### src/design/clg_pkg.sv
// Package for the core count load governor.
// Types, widths, reset values and codes shared by the governor's files.
// No dependencies.
package clg_pkg;

  // Parameter defaults
  localparam int WINDOW_SLOTS_DEF = 16;
  localparam int CORES_DEF        = 4;
  localparam int TIME_BITS_DEF    = 32;

  // Field widths
  localparam int OP_W       = 2;
  localparam int TASKS_W    = 8;
  localparam int ONLINE_W   = 3;
  localparam int TARGET_W   = 3;
  localparam int AVG_W      = 15;
  localparam int SAMPLE_W   = 15;
  localparam int CFG_IDX_W  = 3;
  localparam int CFG_DATA_W = 10;
  localparam int PERIODS_W  = 5;
  localparam int INTERVAL_W = 4;
  localparam int THR_W      = 10;
  localparam int LOAD_W     = 14;

  localparam int SAMPLE_SCALE = 100;
  localparam int MAX_SAMPLE   = 255 * SAMPLE_SCALE;

  // Register reset values
  localparam logic                  ENABLE_RST   = 1'b0;
  localparam logic [PERIODS_W-1:0]  WINDOW_RST   = 5'd6;
  localparam logic [INTERVAL_W-1:0] INTERVAL_RST = 4'd4;
  localparam logic [THR_W-1:0]      ALL_ON_RST   = 10'd333;
  localparam logic [THR_W-1:0]      ONE_ON_RST   = 10'd233;
  localparam logic [THR_W-1:0]      ONE_OFF_RST  = 10'd133;
  localparam logic [THR_W-1:0]      HOLD_RST     = 10'd100;

  typedef enum logic [OP_W-1:0] {
    OP_TICK       = 2'd0,
    OP_SCREEN_OFF = 2'd1,
    OP_SCREEN_ON  = 2'd2
  } op_e;

  typedef enum logic [CFG_IDX_W-1:0] {
    CFG_ENABLE       = 3'd0,
    CFG_WINDOW       = 3'd1,
    CFG_INTERVAL     = 3'd2,
    CFG_ALL_ON       = 3'd3,
    CFG_ONE_ON       = 3'd4,
    CFG_ONE_OFF      = 3'd5,
    CFG_OFFLINE_HOLD = 3'd6
  } cfg_reg_e;

  typedef enum logic [2:0] {
    ST_IDLE,
    ST_PREP,
    ST_SCREEN,
    ST_CHECK,
    ST_MERGE,
    ST_DIV,
    ST_DECIDE,
    ST_OUT
  } state_e;

  typedef struct packed {
    logic [OP_W-1:0]     operation;
    logic [TASKS_W-1:0]  running_tasks;
    logic [ONLINE_W-1:0] online_cores;
  } in_item_t;

  typedef struct packed {
    logic [TARGET_W-1:0] target_cores;
    logic                change_request;
    logic                decision_made;
    logic [AVG_W-1:0]    average_load;
    logic                stopped;
  } out_item_t;

  // Window memory control
  typedef struct packed {
    logic clear;
    logic advance;
    logic commit;
  } win_ctrl_t;

  // Divider status
  typedef struct packed {
    logic busy;
    logic done;
  } div_status_t;

  // Width of the running window sum for a given slot count
  function automatic int sum_width(input int slots);
    return $clog2(slots * MAX_SAMPLE + 1);
  endfunction

endpackage

### src/design/clg_stream_if.sv
// Valid/ready stream interface for the governor's item and result channels.
// Payload type is a parameter; no package dependency.
interface clg_stream_if #(
  parameter type payload_t = logic
);
  logic     valid;
  logic     ready;
  payload_t data;

  modport source (output valid, output data, input ready);
  modport sink   (input valid, input data, output ready);
endinterface

### src/design/clg_window.sv
// Sample ring memory with valid bits and running sum.
// Depends on clg_pkg.
module clg_window #(
  parameter int  WINDOW_SLOTS = clg_pkg::WINDOW_SLOTS_DEF,
  localparam int SLOT_W = $clog2(WINDOW_SLOTS),
  localparam int PER_W  = $clog2(WINDOW_SLOTS + 1),
  localparam int SUM_W  = clg_pkg::sum_width(WINDOW_SLOTS)
) (
  input  logic                          clk_i,
  input  logic                          rst_ni,
  input  clg_pkg::win_ctrl_t            ctrl_i,
  input  logic [PER_W-1:0]              periods_i,
  input  logic [clg_pkg::SAMPLE_W-1:0]  sample_i,
  output logic [SUM_W-1:0]              sum_o,
  output logic [SUM_W-1:0]              sum_next_o
);

  logic [clg_pkg::SAMPLE_W-1:0] sample_mem [WINDOW_SLOTS];
  logic [clg_pkg::SAMPLE_W-1:0] rdata_q;
  logic [clg_pkg::SAMPLE_W-1:0] old_sample;
  logic [WINDOW_SLOTS-1:0]      valid_q;
  logic [SLOT_W-1:0]            slot_q;
  logic [SLOT_W-1:0]            slot_nxt;
  logic [SUM_W-1:0]             sum_q;

  // Ring advance wraps at the active window length
  always_comb begin
    if (int'(slot_q) + 1 >= int'(periods_i)) begin
      slot_nxt = '0;
    end else begin
      slot_nxt = slot_q + SLOT_W'(1);
    end
  end

  // Never-written slots read as zero
  assign old_sample = valid_q[slot_q] ? rdata_q : '0;
  assign sum_next_o = sum_q - SUM_W'(old_sample) + SUM_W'(sample_i);
  assign sum_o      = sum_q;

  always_ff @(posedge clk_i) begin
    if (ctrl_i.commit) begin
      sample_mem[slot_q] <= sample_i;
    end
    if (ctrl_i.advance) begin
      rdata_q <= sample_mem[slot_nxt];
    end
  end

  always_ff @(posedge clk_i or negedge rst_ni) begin
    if (!rst_ni) begin
      valid_q <= '0;
      slot_q  <= '0;
      sum_q   <= '0;
    end else if (ctrl_i.clear) begin
      valid_q <= '0;
      slot_q  <= '0;
      sum_q   <= '0;
    end else begin
      if (ctrl_i.advance) begin
        slot_q <= slot_nxt;
      end
      if (ctrl_i.commit) begin
        valid_q[slot_q] <= 1'b1;
        sum_q           <= sum_next_o;
      end
    end
  end

endmodule

### src/design/clg_divider.sv
// Restoring divider, one quotient bit per cycle.
// Depends on clg_pkg.
module clg_divider #(
  parameter int  DIVIDEND_W = 19,
  parameter int  DIVISOR_W  = 5,
  localparam int CNT_W = $clog2(DIVIDEND_W)
) (
  input  logic                    clk_i,
  input  logic                    rst_ni,
  input  logic                    start_i,
  input  logic [DIVIDEND_W-1:0]   dividend_i,
  input  logic [DIVISOR_W-1:0]    divisor_i,
  output logic [DIVIDEND_W-1:0]   quotient_o,
  output clg_pkg::div_status_t    status_o
);

  logic                  busy_q;
  logic                  done_q;
  logic [CNT_W-1:0]      count_q;
  logic [DIVISOR_W-1:0]  rem_q;
  logic [DIVIDEND_W-1:0] quo_q;
  logic [DIVISOR_W-1:0]  dvs_q;
  logic [DIVISOR_W:0]    rem_sh;
  logic [DIVISOR_W:0]    rem_diff;
  logic                  ge;
  logic                  last;

  assign rem_sh   = {rem_q, quo_q[DIVIDEND_W-1]};
  assign rem_diff = rem_sh - {1'b0, dvs_q};
  assign ge       = rem_sh >= {1'b0, dvs_q};
  assign last     = count_q == CNT_W'(DIVIDEND_W - 1);

  always_ff @(posedge clk_i or negedge rst_ni) begin
    if (!rst_ni) begin
      busy_q  <= 1'b0;
      done_q  <= 1'b0;
      count_q <= '0;
    end else begin
      done_q <= busy_q && last;
      if (start_i) begin
        busy_q  <= 1'b1;
        count_q <= '0;
      end else if (busy_q) begin
        count_q <= count_q + CNT_W'(1);
        if (last) begin
          busy_q <= 1'b0;
        end
      end
    end
  end

  always_ff @(posedge clk_i) begin
    if (start_i) begin
      rem_q <= '0;
      quo_q <= dividend_i;
      dvs_q <= divisor_i;
    end else if (busy_q) begin
      rem_q <= ge ? rem_diff[DIVISOR_W-1:0] : rem_sh[DIVISOR_W-1:0];
      quo_q <= {quo_q[DIVIDEND_W-2:0], ge};
    end
  end

  assign quotient_o    = quo_q;
  assign status_o.busy = busy_q;
  assign status_o.done = done_q;

endmodule

### src/design/core_count_load_governor.sv
// Core count load governor: top level with control sequencer and state registers.
// Depends on clg_pkg, clg_stream_if, clg_window and clg_divider.
//
// One transaction in, one result out. A tick passes through the PREP and CHECK
// states, and MERGE when it samples the window; a screen event passes through
// PREP, and SCREEN for a screen-on while enabled, before OUT. A decision tick
// adds DIV and DECIDE; in DIV the bit-serial divider forms the window average
// one quotient bit per cycle. The load samples live in a ring memory with a
// registered read, issued in CHECK: the old sample of the slot being
// replaced is read, subtracted from the running sum and overwritten in the next
// cycle. Per-slot valid bits make the window read as zero after reset or a
// window_periods write, so no clearing pass is needed. The result sits in an
// output register, so the next transaction is taken while it waits. Register
// writes go through the plain write port and are expected only while no
// transaction is in flight.
module core_count_load_governor #(
  parameter int WINDOW_SLOTS = clg_pkg::WINDOW_SLOTS_DEF,
  parameter int CORES        = clg_pkg::CORES_DEF,
  parameter int TIME_BITS    = clg_pkg::TIME_BITS_DEF
) (
  input  logic                            clk_i,
  input  logic                            rst_ni,
  input  logic                            cfg_we_i,
  input  logic [clg_pkg::CFG_IDX_W-1:0]   cfg_index_i,
  input  logic [clg_pkg::CFG_DATA_W-1:0]  cfg_data_i,
  clg_stream_if.sink                      item_i,
  clg_stream_if.source                    result_o
);

  localparam int PER_W = $clog2(WINDOW_SLOTS + 1);
  localparam int SUM_W = clg_pkg::sum_width(WINDOW_SLOTS);
  localparam int CNT_W = $clog2(CORES + 1);

  typedef logic [TIME_BITS-1:0] time_t;

  // ---------------------------------------------------------------------------
  // Helpers
  // ---------------------------------------------------------------------------
  // a strictly later than b, modulo the time width
  function automatic logic later(input time_t a, input time_t b);
    time_t d;
    d = a - b;
    return (d != '0) && !d[TIME_BITS-1];
  endfunction

  // window length saturated to 2..WINDOW_SLOTS
  function automatic logic [PER_W-1:0] clamp_periods(
    input logic [clg_pkg::PERIODS_W-1:0] w
  );
    int v;
    v = int'(w);
    if (v < 2) v = 2;
    if (v > WINDOW_SLOTS) v = WINDOW_SLOTS;
    return PER_W'(v);
  endfunction

  // ---------------------------------------------------------------------------
  // State
  // ---------------------------------------------------------------------------
  clg_pkg::state_e state_q, state_d;
  clg_pkg::in_item_t in_q, in_d;

  // configuration
  logic                             enable_q, enable_d;
  logic [clg_pkg::PERIODS_W-1:0]    wp_q, wp_d;
  logic [clg_pkg::INTERVAL_W-1:0]   interval_q, interval_d;
  logic [clg_pkg::THR_W-1:0]        all_on_q, all_on_d;
  logic [clg_pkg::THR_W-1:0]        one_on_q, one_on_d;
  logic [clg_pkg::THR_W-1:0]        one_off_q, one_off_d;
  logic [clg_pkg::THR_W-1:0]        hold_cfg_q, hold_cfg_d;

  // governor state
  time_t                            now_q, now_d;
  time_t                            next_q, next_d;
  time_t                            release_q, release_d;
  logic [CNT_W-1:0]                 target_q, target_d;
  logic                             hold_online_q, hold_online_d;
  logic                             hold_offline_q, hold_offline_d;
  logic                             halted_q, halted_d;
  logic [clg_pkg::AVG_W-1:0]        last_avg_q, last_avg_d;

  // per-transaction working registers
  time_t                            win_start_q, win_start_d;
  time_t                            hold_t_q, hold_t_d;
  logic                             change_q, change_d;
  logic                             decided_q, decided_d;
  logic                             due_q, due_d;
  logic [clg_pkg::SAMPLE_W-1:0]     s_q, s_d;
  logic [clg_pkg::LOAD_W-1:0]       off_load_q, off_load_d;
  logic [clg_pkg::LOAD_W-1:0]       off_plus_q, off_plus_d;
  logic [clg_pkg::LOAD_W-1:0]       on_load_q, on_load_d;

  // output register
  logic                             out_valid_q, out_valid_d;
  clg_pkg::out_item_t               out_data_q, out_data_d;

  // datapath links
  logic [PER_W-1:0]                 eff_p;
  logic [clg_pkg::INTERVAL_W-1:0]   iv;
  logic                             sample_go;
  logic                             out_free;
  clg_pkg::win_ctrl_t               win_ctrl;
  logic [SUM_W-1:0]                 win_sum;
  logic [SUM_W-1:0]                 win_sum_next;
  logic                             div_start;
  logic [SUM_W-1:0]                 div_quo;
  clg_pkg::div_status_t             div_st;

  assign eff_p     = clamp_periods(wp_q);
  assign iv        = (interval_q == '0) ? clg_pkg::INTERVAL_W'(1) : interval_q;
  // a tick samples once the window start time has been reached, unless halted
  assign sample_go = !halted_q && !later(win_start_q, now_q);
  assign out_free  = !out_valid_q || result_o.ready;

  assign item_i.ready   = (state_q == clg_pkg::ST_IDLE);
  assign result_o.valid = out_valid_q;
  assign result_o.data  = out_data_q;

  // ---------------------------------------------------------------------------
  // Submodules
  // ---------------------------------------------------------------------------
  clg_window #(
    .WINDOW_SLOTS (WINDOW_SLOTS)
  ) u_window (
    .clk_i      (clk_i),
    .rst_ni     (rst_ni),
    .ctrl_i     (win_ctrl),
    .periods_i  (eff_p),
    .sample_i   (s_q),
    .sum_o      (win_sum),
    .sum_next_o (win_sum_next)
  );

  clg_divider #(
    .DIVIDEND_W (SUM_W),
    .DIVISOR_W  (PER_W)
  ) u_divider (
    .clk_i      (clk_i),
    .rst_ni     (rst_ni),
    .start_i    (div_start),
    .dividend_i (win_sum_next),
    .divisor_i  (eff_p),
    .quotient_o (div_quo),
    .status_o   (div_st)
  );

  // ---------------------------------------------------------------------------
  // Sequencer: next state
  // ---------------------------------------------------------------------------
  always_comb begin
    state_d = state_q;
    unique case (state_q)
      clg_pkg::ST_IDLE: begin
        if (item_i.valid) state_d = clg_pkg::ST_PREP;
      end
      clg_pkg::ST_PREP: begin
        case (clg_pkg::op_e'(in_q.operation))
          clg_pkg::OP_TICK:      state_d = clg_pkg::ST_CHECK;
          clg_pkg::OP_SCREEN_ON: state_d = enable_q ? clg_pkg::ST_SCREEN : clg_pkg::ST_OUT;
          default:               state_d = clg_pkg::ST_OUT;
        endcase
      end
      clg_pkg::ST_SCREEN: state_d = clg_pkg::ST_OUT;
      clg_pkg::ST_CHECK:  state_d = sample_go ? clg_pkg::ST_MERGE : clg_pkg::ST_OUT;
      clg_pkg::ST_MERGE:  state_d = due_q ? clg_pkg::ST_DIV : clg_pkg::ST_OUT;
      clg_pkg::ST_DIV: begin
        if (div_st.done) state_d = clg_pkg::ST_DECIDE;
      end
      clg_pkg::ST_DECIDE: state_d = clg_pkg::ST_OUT;
      clg_pkg::ST_OUT: begin
        if (out_free) state_d = clg_pkg::ST_IDLE;
      end
      default: state_d = clg_pkg::ST_IDLE;
    endcase
  end

  // ---------------------------------------------------------------------------
  // Sequencer: datapath and register updates
  // ---------------------------------------------------------------------------
  always_comb begin
    logic [CNT_W:0]            t;
    logic                      done;
    logic [clg_pkg::AVG_W-1:0] avg;
    time_t                     cfg_t;

    in_d           = in_q;
    enable_d       = enable_q;
    wp_d           = wp_q;
    interval_d     = interval_q;
    all_on_d       = all_on_q;
    one_on_d       = one_on_q;
    one_off_d      = one_off_q;
    hold_cfg_d     = hold_cfg_q;
    now_d          = now_q;
    next_d         = next_q;
    release_d      = release_q;
    target_d       = target_q;
    hold_online_d  = hold_online_q;
    hold_offline_d = hold_offline_q;
    halted_d       = halted_q;
    last_avg_d     = last_avg_q;
    win_start_d    = win_start_q;
    hold_t_d       = hold_t_q;
    change_d       = change_q;
    decided_d      = decided_q;
    due_d          = due_q;
    s_d            = s_q;
    off_load_d     = off_load_q;
    off_plus_d     = off_plus_q;
    on_load_d      = on_load_q;
    out_valid_d    = out_valid_q && !result_o.ready;
    out_data_d     = out_data_q;
    win_ctrl       = '0;
    div_start      = 1'b0;
    t              = '0;
    done           = 1'b0;
    avg            = div_quo[clg_pkg::AVG_W-1:0];
    cfg_t          = '0;

    unique case (state_q)
      clg_pkg::ST_IDLE: begin
        if (item_i.valid) in_d = item_i.data;
      end

      clg_pkg::ST_PREP: begin
        change_d  = 1'b0;
        decided_d = 1'b0;
        hold_t_d  = now_q + time_t'(hold_cfg_q);
        case (clg_pkg::op_e'(in_q.operation))
          clg_pkg::OP_TICK: begin
            now_d       = now_q + time_t'(1);
            win_start_d = next_q - time_t'(eff_p);
          end
          clg_pkg::OP_SCREEN_OFF: begin
            if (enable_q) hold_online_d = 1'b1;
          end
          default: ;
        endcase
      end

      // screen on: all cores, offlining held
      clg_pkg::ST_SCREEN: begin
        hold_online_d  = 1'b0;
        hold_offline_d = 1'b1;
        halted_d       = 1'b0;
        target_d       = CNT_W'(CORES);
        if (later(hold_t_q, release_q)) release_d = hold_t_q;
        if (later(hold_t_q, next_q)) next_d = hold_t_q;
        change_d = CORES != int'(in_q.online_cores);
      end

      clg_pkg::ST_CHECK: begin
        if (hold_offline_q && !later(release_q, now_q)) hold_offline_d = 1'b0;
        due_d = !later(next_q, now_q);
        if (sample_go) begin
          win_ctrl.advance = 1'b1;
          s_d = clg_pkg::SAMPLE_W'(in_q.running_tasks) *
                clg_pkg::SAMPLE_W'(clg_pkg::SAMPLE_SCALE);
        end
      end

      clg_pkg::ST_MERGE: begin
        win_ctrl.commit = 1'b1;
        if (due_q) begin
          div_start  = 1'b1;
          next_d     = next_q + time_t'(iv);
          hold_t_d   = now_q + time_t'(hold_cfg_q);
          off_load_d = clg_pkg::LOAD_W'(one_off_q) * clg_pkg::LOAD_W'(in_q.online_cores);
          off_plus_d = clg_pkg::LOAD_W'(one_off_q) *
                       (clg_pkg::LOAD_W'(in_q.online_cores) + clg_pkg::LOAD_W'(1));
          on_load_d  = clg_pkg::LOAD_W'(one_on_q) * clg_pkg::LOAD_W'(in_q.online_cores);
        end
      end

      clg_pkg::ST_DIV: ;

      clg_pkg::ST_DECIDE: begin
        t = {1'b0, target_q};
        last_avg_d = avg;
        decided_d  = 1'b1;
        if (!hold_online_q) begin
          if (avg >= all_on_q) begin
            t              = (CNT_W+1)'(CORES);
            hold_offline_d = 1'b1;
            if (later(hold_t_q, release_q)) release_d = hold_t_q;
            if (later(hold_t_q, next_q)) next_d = hold_t_q;
            done = 1'b1;
          end else if (s_q >= on_load_q && avg >= off_plus_q) begin
            t    = t + (CNT_W+1)'(1);
            done = 1'b1;
          end
        end else begin
          if (avg >= all_on_q) begin
            t    = t + (CNT_W+1)'(1);
            done = 1'b1;
          end else if (int'(in_q.online_cores) == 1) begin
            halted_d = 1'b1;
          end
        end
        // lowering saturates at zero before the clamp
        if (!done && !hold_offline_q && avg < off_load_q && t != '0) begin
          t = t - (CNT_W+1)'(1);
        end
        if (t > (CNT_W+1)'(CORES)) t = (CNT_W+1)'(CORES);
        if (t == '0) t = (CNT_W+1)'(1);
        target_d = t[CNT_W-1:0];
        change_d = int'(t) != int'(in_q.online_cores);
      end

      clg_pkg::ST_OUT: begin
        if (out_free) begin
          out_valid_d                = 1'b1;
          out_data_d.target_cores    = clg_pkg::TARGET_W'(target_q);
          out_data_d.change_request  = change_q;
          out_data_d.decision_made   = decided_q;
          out_data_d.average_load    = last_avg_q;
          out_data_d.stopped         = halted_q && hold_online_q;
        end
      end

      default: ;
    endcase

    // register writes, to be made only while idle; the block does not enforce this
    if (cfg_we_i) begin
      unique case (clg_pkg::cfg_reg_e'(cfg_index_i))
        clg_pkg::CFG_ENABLE: begin
          enable_d       = cfg_data_i[0];
          hold_online_d  = 1'b0;
          hold_offline_d = 1'b0;
          if (cfg_data_i[0]) begin
            halted_d = 1'b0;
            next_d   = now_q + time_t'(eff_p);
          end else begin
            halted_d = 1'b1;
          end
        end
        clg_pkg::CFG_WINDOW: begin
          wp_d           = cfg_data_i[clg_pkg::PERIODS_W-1:0];
          win_ctrl.clear = 1'b1;
          cfg_t = now_q + time_t'(clamp_periods(cfg_data_i[clg_pkg::PERIODS_W-1:0]));
          if (later(cfg_t, next_q)) next_d = cfg_t;
        end
        clg_pkg::CFG_INTERVAL:     interval_d = cfg_data_i[clg_pkg::INTERVAL_W-1:0];
        clg_pkg::CFG_ALL_ON:       all_on_d   = cfg_data_i[clg_pkg::THR_W-1:0];
        clg_pkg::CFG_ONE_ON:       one_on_d   = cfg_data_i[clg_pkg::THR_W-1:0];
        clg_pkg::CFG_ONE_OFF:      one_off_d  = cfg_data_i[clg_pkg::THR_W-1:0];
        clg_pkg::CFG_OFFLINE_HOLD: hold_cfg_d = cfg_data_i[clg_pkg::THR_W-1:0];
        default: ;
      endcase
    end
  end

  // ---------------------------------------------------------------------------
  // Registers
  // ---------------------------------------------------------------------------
  always_ff @(posedge clk_i or negedge rst_ni) begin
    if (!rst_ni) begin
      state_q        <= clg_pkg::ST_IDLE;
      enable_q       <= clg_pkg::ENABLE_RST;
      wp_q           <= clg_pkg::WINDOW_RST;
      interval_q     <= clg_pkg::INTERVAL_RST;
      all_on_q       <= clg_pkg::ALL_ON_RST;
      one_on_q       <= clg_pkg::ONE_ON_RST;
      one_off_q      <= clg_pkg::ONE_OFF_RST;
      hold_cfg_q     <= clg_pkg::HOLD_RST;
      now_q          <= '0;
      next_q         <= '0;
      release_q      <= '0;
      target_q       <= '0;
      hold_online_q  <= 1'b0;
      hold_offline_q <= 1'b0;
      halted_q       <= 1'b1;
      last_avg_q     <= '0;
      change_q       <= 1'b0;
      decided_q      <= 1'b0;
      due_q          <= 1'b0;
      out_valid_q    <= 1'b0;
    end else begin
      state_q        <= state_d;
      enable_q       <= enable_d;
      wp_q           <= wp_d;
      interval_q     <= interval_d;
      all_on_q       <= all_on_d;
      one_on_q       <= one_on_d;
      one_off_q      <= one_off_d;
      hold_cfg_q     <= hold_cfg_d;
      now_q          <= now_d;
      next_q         <= next_d;
      release_q      <= release_d;
      target_q       <= target_d;
      hold_online_q  <= hold_online_d;
      hold_offline_q <= hold_offline_d;
      halted_q       <= halted_d;
      last_avg_q     <= last_avg_d;
      change_q       <= change_d;
      decided_q      <= decided_d;
      due_q          <= due_d;
      out_valid_q    <= out_valid_d;
    end
  end

  // payload, no reset
  always_ff @(posedge clk_i) begin
    in_q        <= in_d;
    win_start_q <= win_start_d;
    hold_t_q    <= hold_t_d;
    s_q         <= s_d;
    off_load_q  <= off_load_d;
    off_plus_q  <= off_plus_d;
    on_load_q   <= on_load_d;
    out_data_q  <= out_data_d;
  end

  // ---------------------------------------------------------------------------
  // Assertions
  // ---------------------------------------------------------------------------
  a_one_in_flight: assert property (@(posedge clk_i) disable iff (!rst_ni)
    item_i.valid && item_i.ready |=> !item_i.ready)
    else $error("second transaction taken while one is in flight");

  a_div_idle_at_start: assert property (@(posedge clk_i) disable iff (!rst_ni)
    div_start |-> !div_st.busy)
    else $error("divider restarted while busy");

  a_decide_after_div: assert property (@(posedge clk_i) disable iff (!rst_ni)
    state_q == clg_pkg::ST_DECIDE |-> $past(div_st.done))
    else $error("decision taken without a finished average");

  a_target_range: assert property (@(posedge clk_i) disable iff (!rst_ni)
    state_q == clg_pkg::ST_DECIDE |=> (target_q != '0) && (int'(target_q) <= CORES))
    else $error("target core count out of range after decision");

  a_sum_bound: assert property (@(posedge clk_i) disable iff (!rst_ni)
    win_sum <= SUM_W'(eff_p) * SUM_W'(clg_pkg::MAX_SAMPLE))
    else $error("window sum exceeds window length times largest sample");

endmodule
### src/flat_wrapper.sv
// flat-port wrapper written by rule: the top's interface ports become plain ports
module core_count_load_governor_flat 
#(
  parameter int WINDOW_SLOTS = clg_pkg::WINDOW_SLOTS_DEF,
  parameter int CORES        = clg_pkg::CORES_DEF,
  parameter int TIME_BITS    = clg_pkg::TIME_BITS_DEF
)
  (clk_i, rst_ni, cfg_we_i, cfg_index_i, cfg_data_i, item_i_valid, item_i_data, item_i_ready, result_o_valid, result_o_data, result_o_ready);
  clg_stream_if item_i_i ();
  clg_stream_if result_o_i ();
  input  logic clk_i;
  input  logic rst_ni;
  input  logic cfg_we_i;
  input  logic [clg_pkg::CFG_IDX_W-1:0] cfg_index_i;
  input  logic [clg_pkg::CFG_DATA_W-1:0] cfg_data_i;
  input wire logic [$bits(item_i_i.valid)-1:0] item_i_valid;
  input wire logic [$bits(item_i_i.data)-1:0] item_i_data;
  output wire logic [$bits(item_i_i.ready)-1:0] item_i_ready;
  output wire logic [$bits(result_o_i.valid)-1:0] result_o_valid;
  output wire logic [$bits(result_o_i.data)-1:0] result_o_data;
  input wire logic [$bits(result_o_i.ready)-1:0] result_o_ready;
  assign item_i_i.valid = item_i_valid;
  assign item_i_i.data = item_i_data;
  assign item_i_ready = item_i_i.ready;
  assign result_o_valid = result_o_i.valid;
  assign result_o_data = result_o_i.data;
  assign result_o_i.ready = result_o_ready;
  core_count_load_governor #(.WINDOW_SLOTS(WINDOW_SLOTS), .CORES(CORES), .TIME_BITS(TIME_BITS)) u_core (.clk_i(clk_i), .rst_ni(rst_ni), .cfg_we_i(cfg_we_i), .cfg_index_i(cfg_index_i), .cfg_data_i(cfg_data_i), .item_i(item_i_i), .result_o(result_o_i));
endmodule
### config.mk
export PLATFORM = sky130hd
export DESIGN_NAME = core_count_load_governor_flat
export DESIGN_NICKNAME = d
export VERILOG_FILES = /design/src/design/clg_pkg.sv /design/src/design/clg_stream_if.sv /design/src/design/clg_window.sv /design/src/design/clg_divider.sv /design/src/design/core_count_load_governor.sv /design/src/flat_wrapper.sv
export SDC_FILE = /design/constraint.sdc
export NUM_CORES = 1
export LEC_CHECK = 0
export BUFFER_PORTS_ARGS = -buffer_cell sky130_fd_sc_hd__buf_2
export CORE_ASPECT_RATIO = 0.9
export CORE_MARGIN = 2
export CORE_UTILIZATION = 35
export CTS_BUF_LIST = sky130_fd_sc_hd__clkbuf_8
export DETAILED_ROUTE_END_ITERATION = 8
export GPL_ROUTABILITY_DRIVEN = 0
export PLACE_DENSITY = 0.6
export SLEW_MARGIN = 10
export SYNTH_ARGS = -nofsm -noshare
export SYNTH_HDL_FRONTEND = slang
export SYNTH_HIERARCHICAL = 1
export SYNTH_SLANG_ARGS = --single-unit
export TNS_END_PERCENT = 5
### constraint.sdc
create_clock -name clk_i -period 11.3 [get_ports clk_i]
set_input_delay 1.13 -clock clk_i [delete_from_list [all_inputs] [get_ports clk_i]]
set_output_delay 1.13 -clock clk_i [all_outputs]
set_load 0.03 [all_outputs]
# Yosys cells after proc, flatten, opt, wreduce, memory -nomap -nowiden
# Index checks and enable logic that the tools add are counted.
[totals]
ff_bits = 256
inputBits = 19
[op_classes]
addsub = 15
magnitude_cmp = 9
eq_ne = 16
muxes = 65
bitwise_logic = 1
reduce_logical = 39
[ops]
columns = ["cell", "n"]
rows = [
  ["2-to-1 mux 32 bit", 10],
  ["one-hot mux 32 bit (2 select lines)", 2],
  ["nonzero test 32 bit", 4],
  ["subtractor 32 bit", 4],
  ["one-hot mux 32 bit (3 select lines)", 1],
  ["2-to-1 mux 19 bit", 4],
  ["adder 32 x 5 -> 32 bit", 2],
  ["2-to-1 mux 5 bit", 9],
  ["adder 32 x 1 -> 32 bit, second input constant", 1],
  ["adder 32 x 10 -> 32 bit", 1],
  ["adder 32 x 4 -> 32 bit", 1],
  [">= comparator 32 x 6 -> 1 bit", 1],
  ["> comparator 32 x 6 -> 1 bit, second input constant", 1],
  ["2-to-1 mux 16 bit", 2],
  ["subtractor 32 x 5 -> 32 bit", 1],
  ["2-to-1 mux 1 bit", 23],
  ["one-hot mux 3 bit (7 select lines)", 1],
  ["subtractor 19 x 15 -> 19 bit", 1],
  ["2-to-1 mux 4 bit", 4],
  ["bitwise OR 16 bit", 1],
  ["== test 3 bit, second input constant", 5],
  [">= comparator 15 x 10 -> 1 bit", 1],
  ["2-to-1 mux 15 bit", 1],
  ["AND reduction 2 bit", 7],
  ["other kinds (27)", 57],
]

# Longest topological paths before layout
[logic_depth]
word_depth = 15
depth_mapped = 30

# Hierarchy
# The synthesis kept the hierarchy.
[modules_own_cells]
columns = ["module", "instances", "cells_each", "area_each_um2", "seq_area_each_um2"]
rows = [
  ["core_count_load_governor", 1, 2769, 21358.0, 4499.3],
  ["clg_window", 1, 1043, 13857.0, 8633.3],
  ["clg_divider", 1, 133, 1726.7, 996.0],
]

# Worst setup path after synthesis
# OpenSTA, ideal clock, no wires.
[synth_timing]
kind = "in2reg"
startpoint = "input port cfg_data_i[0] (netlist bit)"
endpoint = "register u_core.next_q[25]"
setup_time_ns = 0.127
arrival_ns = 6.113
required_ns = 11.173
path_slack_ns = 5.061
cell_stages = 28
n_path_buf = 3
path_cell_list = "clkinv_1 -> nor3_1 -> ha_1 -> inv_1 -> fa_1 -> nor2b_1 -> o21ai_0 -> nand2b_1 -> a21o_1 -> nand2_1 -> nor4_1 -> xnor2_1 -> ha_1 -> buf_2 -> a211oi_1 -> o21ai_1 -> a211o_1 -> o2bb2ai_1 -> o31ai_1 -> nor3b_1 -> o22ai_1 -> nor4_4 -> a21oi_2 -> and2_1 -> buf_2 -> buf_2 -> a22oi_1 -> o21ai_1"
[synth_between]
elab_chain_cells = 15
[synth_rtl]
columns = ["element", "line_no", "text"]
rows = [
  ["start, declared", "flat_wrapper.sv:15", "input logic [clg_pkg::CFG_DATA_W-1:0] cfg_data_i;"],
  ["less-than comparator 5 x 2 -> 1 bit", "core_count_load_governor.sv:52", "if (v < 2) v = 2;"],
  ["2-to-1 mux 5 bit", "core_count_load_governor.sv:52", ""],
  ["2-to-1 mux 32 bit", "core_count_load_governor.sv:326", "unique case (clg_pkg::cfg_reg_e'(cfg_index_i))"],
  ["2-to-1 mux 32 bit", "core_count_load_governor.sv:325", "if (cfg_we_i) begin"],
  ["> comparator 32 x 6 -> 1 bit", "core_count_load_governor.sv:53", "if (v > WINDOW_SLOTS) v = WINDOW_SLOTS;"],
  ["2-to-1 mux 5 bit", "core_count_load_governor.sv:53", ""],
  ["2-to-1 mux 5 bit", "core_count_load_governor.sv:326", ""],
  ["2-to-1 mux 5 bit", "core_count_load_governor.sv:325", ""],
  ["adder 32 x 5 -> 32 bit", "core_count_load_governor.sv:341", "cfg_t = now_q + time_t'(clamp_periods(cfg_data_i[clg_pkg::PERIODS_W-1:0]));"],
  ["subtractor 32 bit", "core_count_load_governor.sv:42", "d = a - b;"],
  ["nonzero test 32 bit or logical NOT 1 bit (tied branches)", "core_count_load_governor.sv:43", "return (d != '0) && !d[TIME_BITS-1];"],
  ["logical AND 1 bit", "core_count_load_governor.sv:43", ""],
  ["2-to-1 mux 32 bit", "core_count_load_governor.sv:342", "if (later(cfg_t, next_q)) next_d = cfg_t;"],
  ["one-hot mux 32 bit (2 select lines) (*)", "core_count_load_governor.sv:326", ""],
  ["2-to-1 mux 32 bit (*)", "core_count_load_governor.sv:325", ""],
  ["named net u_core.next_d[25]", "core_count_load_governor.sv:74", "time_t next_q, next_d;"],
  ["end signal, assigned", "core_count_load_governor.sv:389", "next_q <= next_d;"],
  ["end, declared", "core_count_load_governor.sv:74", ""],
]
# Mark *: on every way through the listed nets, which the timed path passes. The rest lies on a longest branch. The select of a mux whose other input is x is not followed.
# A chain may end at the register's enable or synchronous reset.

# Final worst setup path
[layout_timing]
startpoint = "input port cfg_data_i[0] (netlist bit)"
endpoint = "register u_core.next_q[16]"
# Same word-level chain as after synthesis.

==> results by group <==
Synth
  – Ys Warns: 6
  – Cells after synthesis: 3,944
  – Mapped Area: 36,900 sq um
  – Synth Area per Inst: 9.36 sq um

Layout
  – Commonest non-fill, non-tap cell in the layout: edfxtp_1
  – Synth-to-Final Area Change: 11.2%
  – Non-filler cells, final: 5,611
  – Nets: 4,397
  – Most frequent cells in the layout: edfxtp_1, nor2_1, nand2_1
  – Layout cells sized above 1: 9.18%

Timing
  – Max frequency: 127 MHz
  – Final Cycle Share: 69.4%
  – Skew final: 0.0436 ns
  – Relative slew slack: 8.52%
  – Crit path time final: 7.85 ns
  – Worst-Margin Slew: 1.36 ns
  – RSZ-0062 raised after global routing: false
  – Final Setup Violations: 0
  – Final WS setup: 3.45 ns
  – Final setup TNS: 0 ns
  – Max Transition Viols Final: 0
  – Hold Vio Cnt, Final: 0

Place
  – HPWL after detailed placement: 91,200 um
  – Dpl ws: 3.07 ns
  – IO Port Bufs: 21
  – Placed Cells: 5,444

CTS
  – CTS Root Cell: clkbuf_8
  – Worst skew pair latency: 0.73 ns
  – Hold buffer count at cts: 0
  – CTS H-tree depth: 3
  – CTS sink cnt: 496
  – Reg clk slew, reported paths: 0.06 ns
  – CTS buffer count: 87
  – Clk buf depth: 3
  – TritonCTS clock tree: done
  – Resize count post-CTS: 0
  – Setup bufs post-CTS: 0

Route
  – DRC Markers: 0
  – Vias per Instance: 5.79
  – WL final: 124,000 um
  – Antenna Violating Nets Remaining: 0
  – 1st-iter DRT viols: 4,157
  – Pre-antenna DRT Iters: 6
  – Via count: 32.5k
  – Wire per inst: 22.2 um

Critical path
  – Startpoint Class: input port
  – Crit. End Element: flip-flop
  – Critical Path Fanout Max: 30
  – Worst Path Required: 11.86 ns
  – Worst setup path category: in2reg
  – Worst Path Arrival: 8.40 ns

Global routing
  – Global-route wire length before repair: 188,000 um
  – Gr ovfl total: 0
  – Initial antenna violation count: 6
  – All-layer global routing usage: 22.4%
  – Largest net degree at the start of global routing: 83
  – Number of global-route vias before repair: 30.1k

Floorplanning
  – Initial Utilization: 35.2%
  – Cell row count: 113
  – Die ar.: 108,000 sq um
  – Die width: 346 um
  – Core footprint: 105,000 sq um
  – Ports: 22
  – Chip Height: 312 um

Power
  – Power density cells: 305 nW/um^2
  – P_leak: 15.7 nW
  – Peak VDD IR: 0.287 mV

Worst hold path
  – Min-delay worst type: in2async

Status
  – Status: complete, no violations

Run
  – MaxCap Viol Count: 0
registers in the layout (all words and copies together) (netlist names), 3 cells and up:
register	count
u_core/u_window/sample_mem	240
u_core/hold_t_q	32
u_core/next_q	32
u_core/now_q	32
u_core/win_start_q	32
u_core/u_divider/quotient_o	19
u_core/u_window/sum_o	19
u_core/u_window/valid_q	16
u_core/u_window/rdata_q	15
u_core/all_on_q	10
u_core/hold_cfg_q	10
u_core/u_divider/count_q	5
u_core/u_divider/dvs_q	5
u_core/u_divider/rem_q	5
u_core/wp_q	5
u_core/interval_q	4
u_core/u_window/slot_q	4
u_core/state_q	3
critical path, stage by stage:
cell and delay (ns):
buf_2 0.08, buf_4 0.32, clkinv_1 0.34, nor3_1 0.26, ha_1 0.20, inv_1 0.05
fa_1 0.39, nor2b_1 0.12, o21ai_0 0.08, nand2b_1 0.11, a21o_1 0.18, nor2b_1 0.27
and2_0 0.38, nand2_1 0.12, xnor2_1 0.26, ha_1 0.33, nor3b_1 0.18, a211oi_1 0.23
o211ai_1 0.12, nor4_1 0.40, nand4_1 0.16, nor4_1 0.48, o2111ai_1 0.33, nor4_4 0.39
a21oi_2 0.24, and2_1 0.63, a221oi_1 0.44, o22ai_1 0.12
layer usage:
metal / global-route usage [%] / vias to the layer above / wire [um]
met5: 0 / - / 33
met4: 7.89 / 6 / 4670
met3: 4.89 / 320 / 12900
met2: 32.5 / 1710 / 52200
met1: 32.6 / 15500 / 54600
li1: - / 14900 / -
stage by stage:
step	hold WS [ns]	util, %	area, sq um	total power (W)
after floorplan	0.456	-	37900	0.00832
after global placement	0.470	37.4	39300	0.0105
after detailed placement	0.476	37.4	39300	0.0106
after CTS	0.466	39.1	41100	0.0124
after global routing	0.485	39.1	41100	0.0133
final	0.464	39.1	41100	0.0125
layout make-up:
type,count,area [sq um]
fillers,10500,64000
diodes,4,10.0
clock buffers,92,1270
repair buffers,81,562
flip-flops and latches,496,14100
well taps,1380,1730
multi-input cells,3238,21900
clock inverters,71,527
inverters,249,935
worst paths after layout:
kind,slack [ns],from,cells past startpoint,to
max,3.45,cfg_data_i[0],28,u_core/next_q[16]
min,0.46,rst_ni,1,u_core/hold_online_q
max reg2reg,3.48,u_core/now_q[14],19,u_core/next_q[16]
min reg2reg,0.49,u_core/u_window/valid_q[15],1,u_core/u_window/valid_q[15]
max in group asynchronous,9.26,rst_ni,2,u_core/u_window/sum_o[0]
min in group clk_i,0.49,u_core/u_window/valid_q[15],1,u_core/u_window/valid_q[15]
power breakdown:
group | internal [W] | total [W] | switching [W] | leakage (nW)
sequential | 0.00241 | 0.00284 | 0.000433 | 5.05
combinational | 0.00284 | 0.00796 | 0.00512 | 9.61
clock | 0.000911 | 0.00174 | 0.000827 | 0.997
No activity file was read; power rests on OpenSTA's default activity.
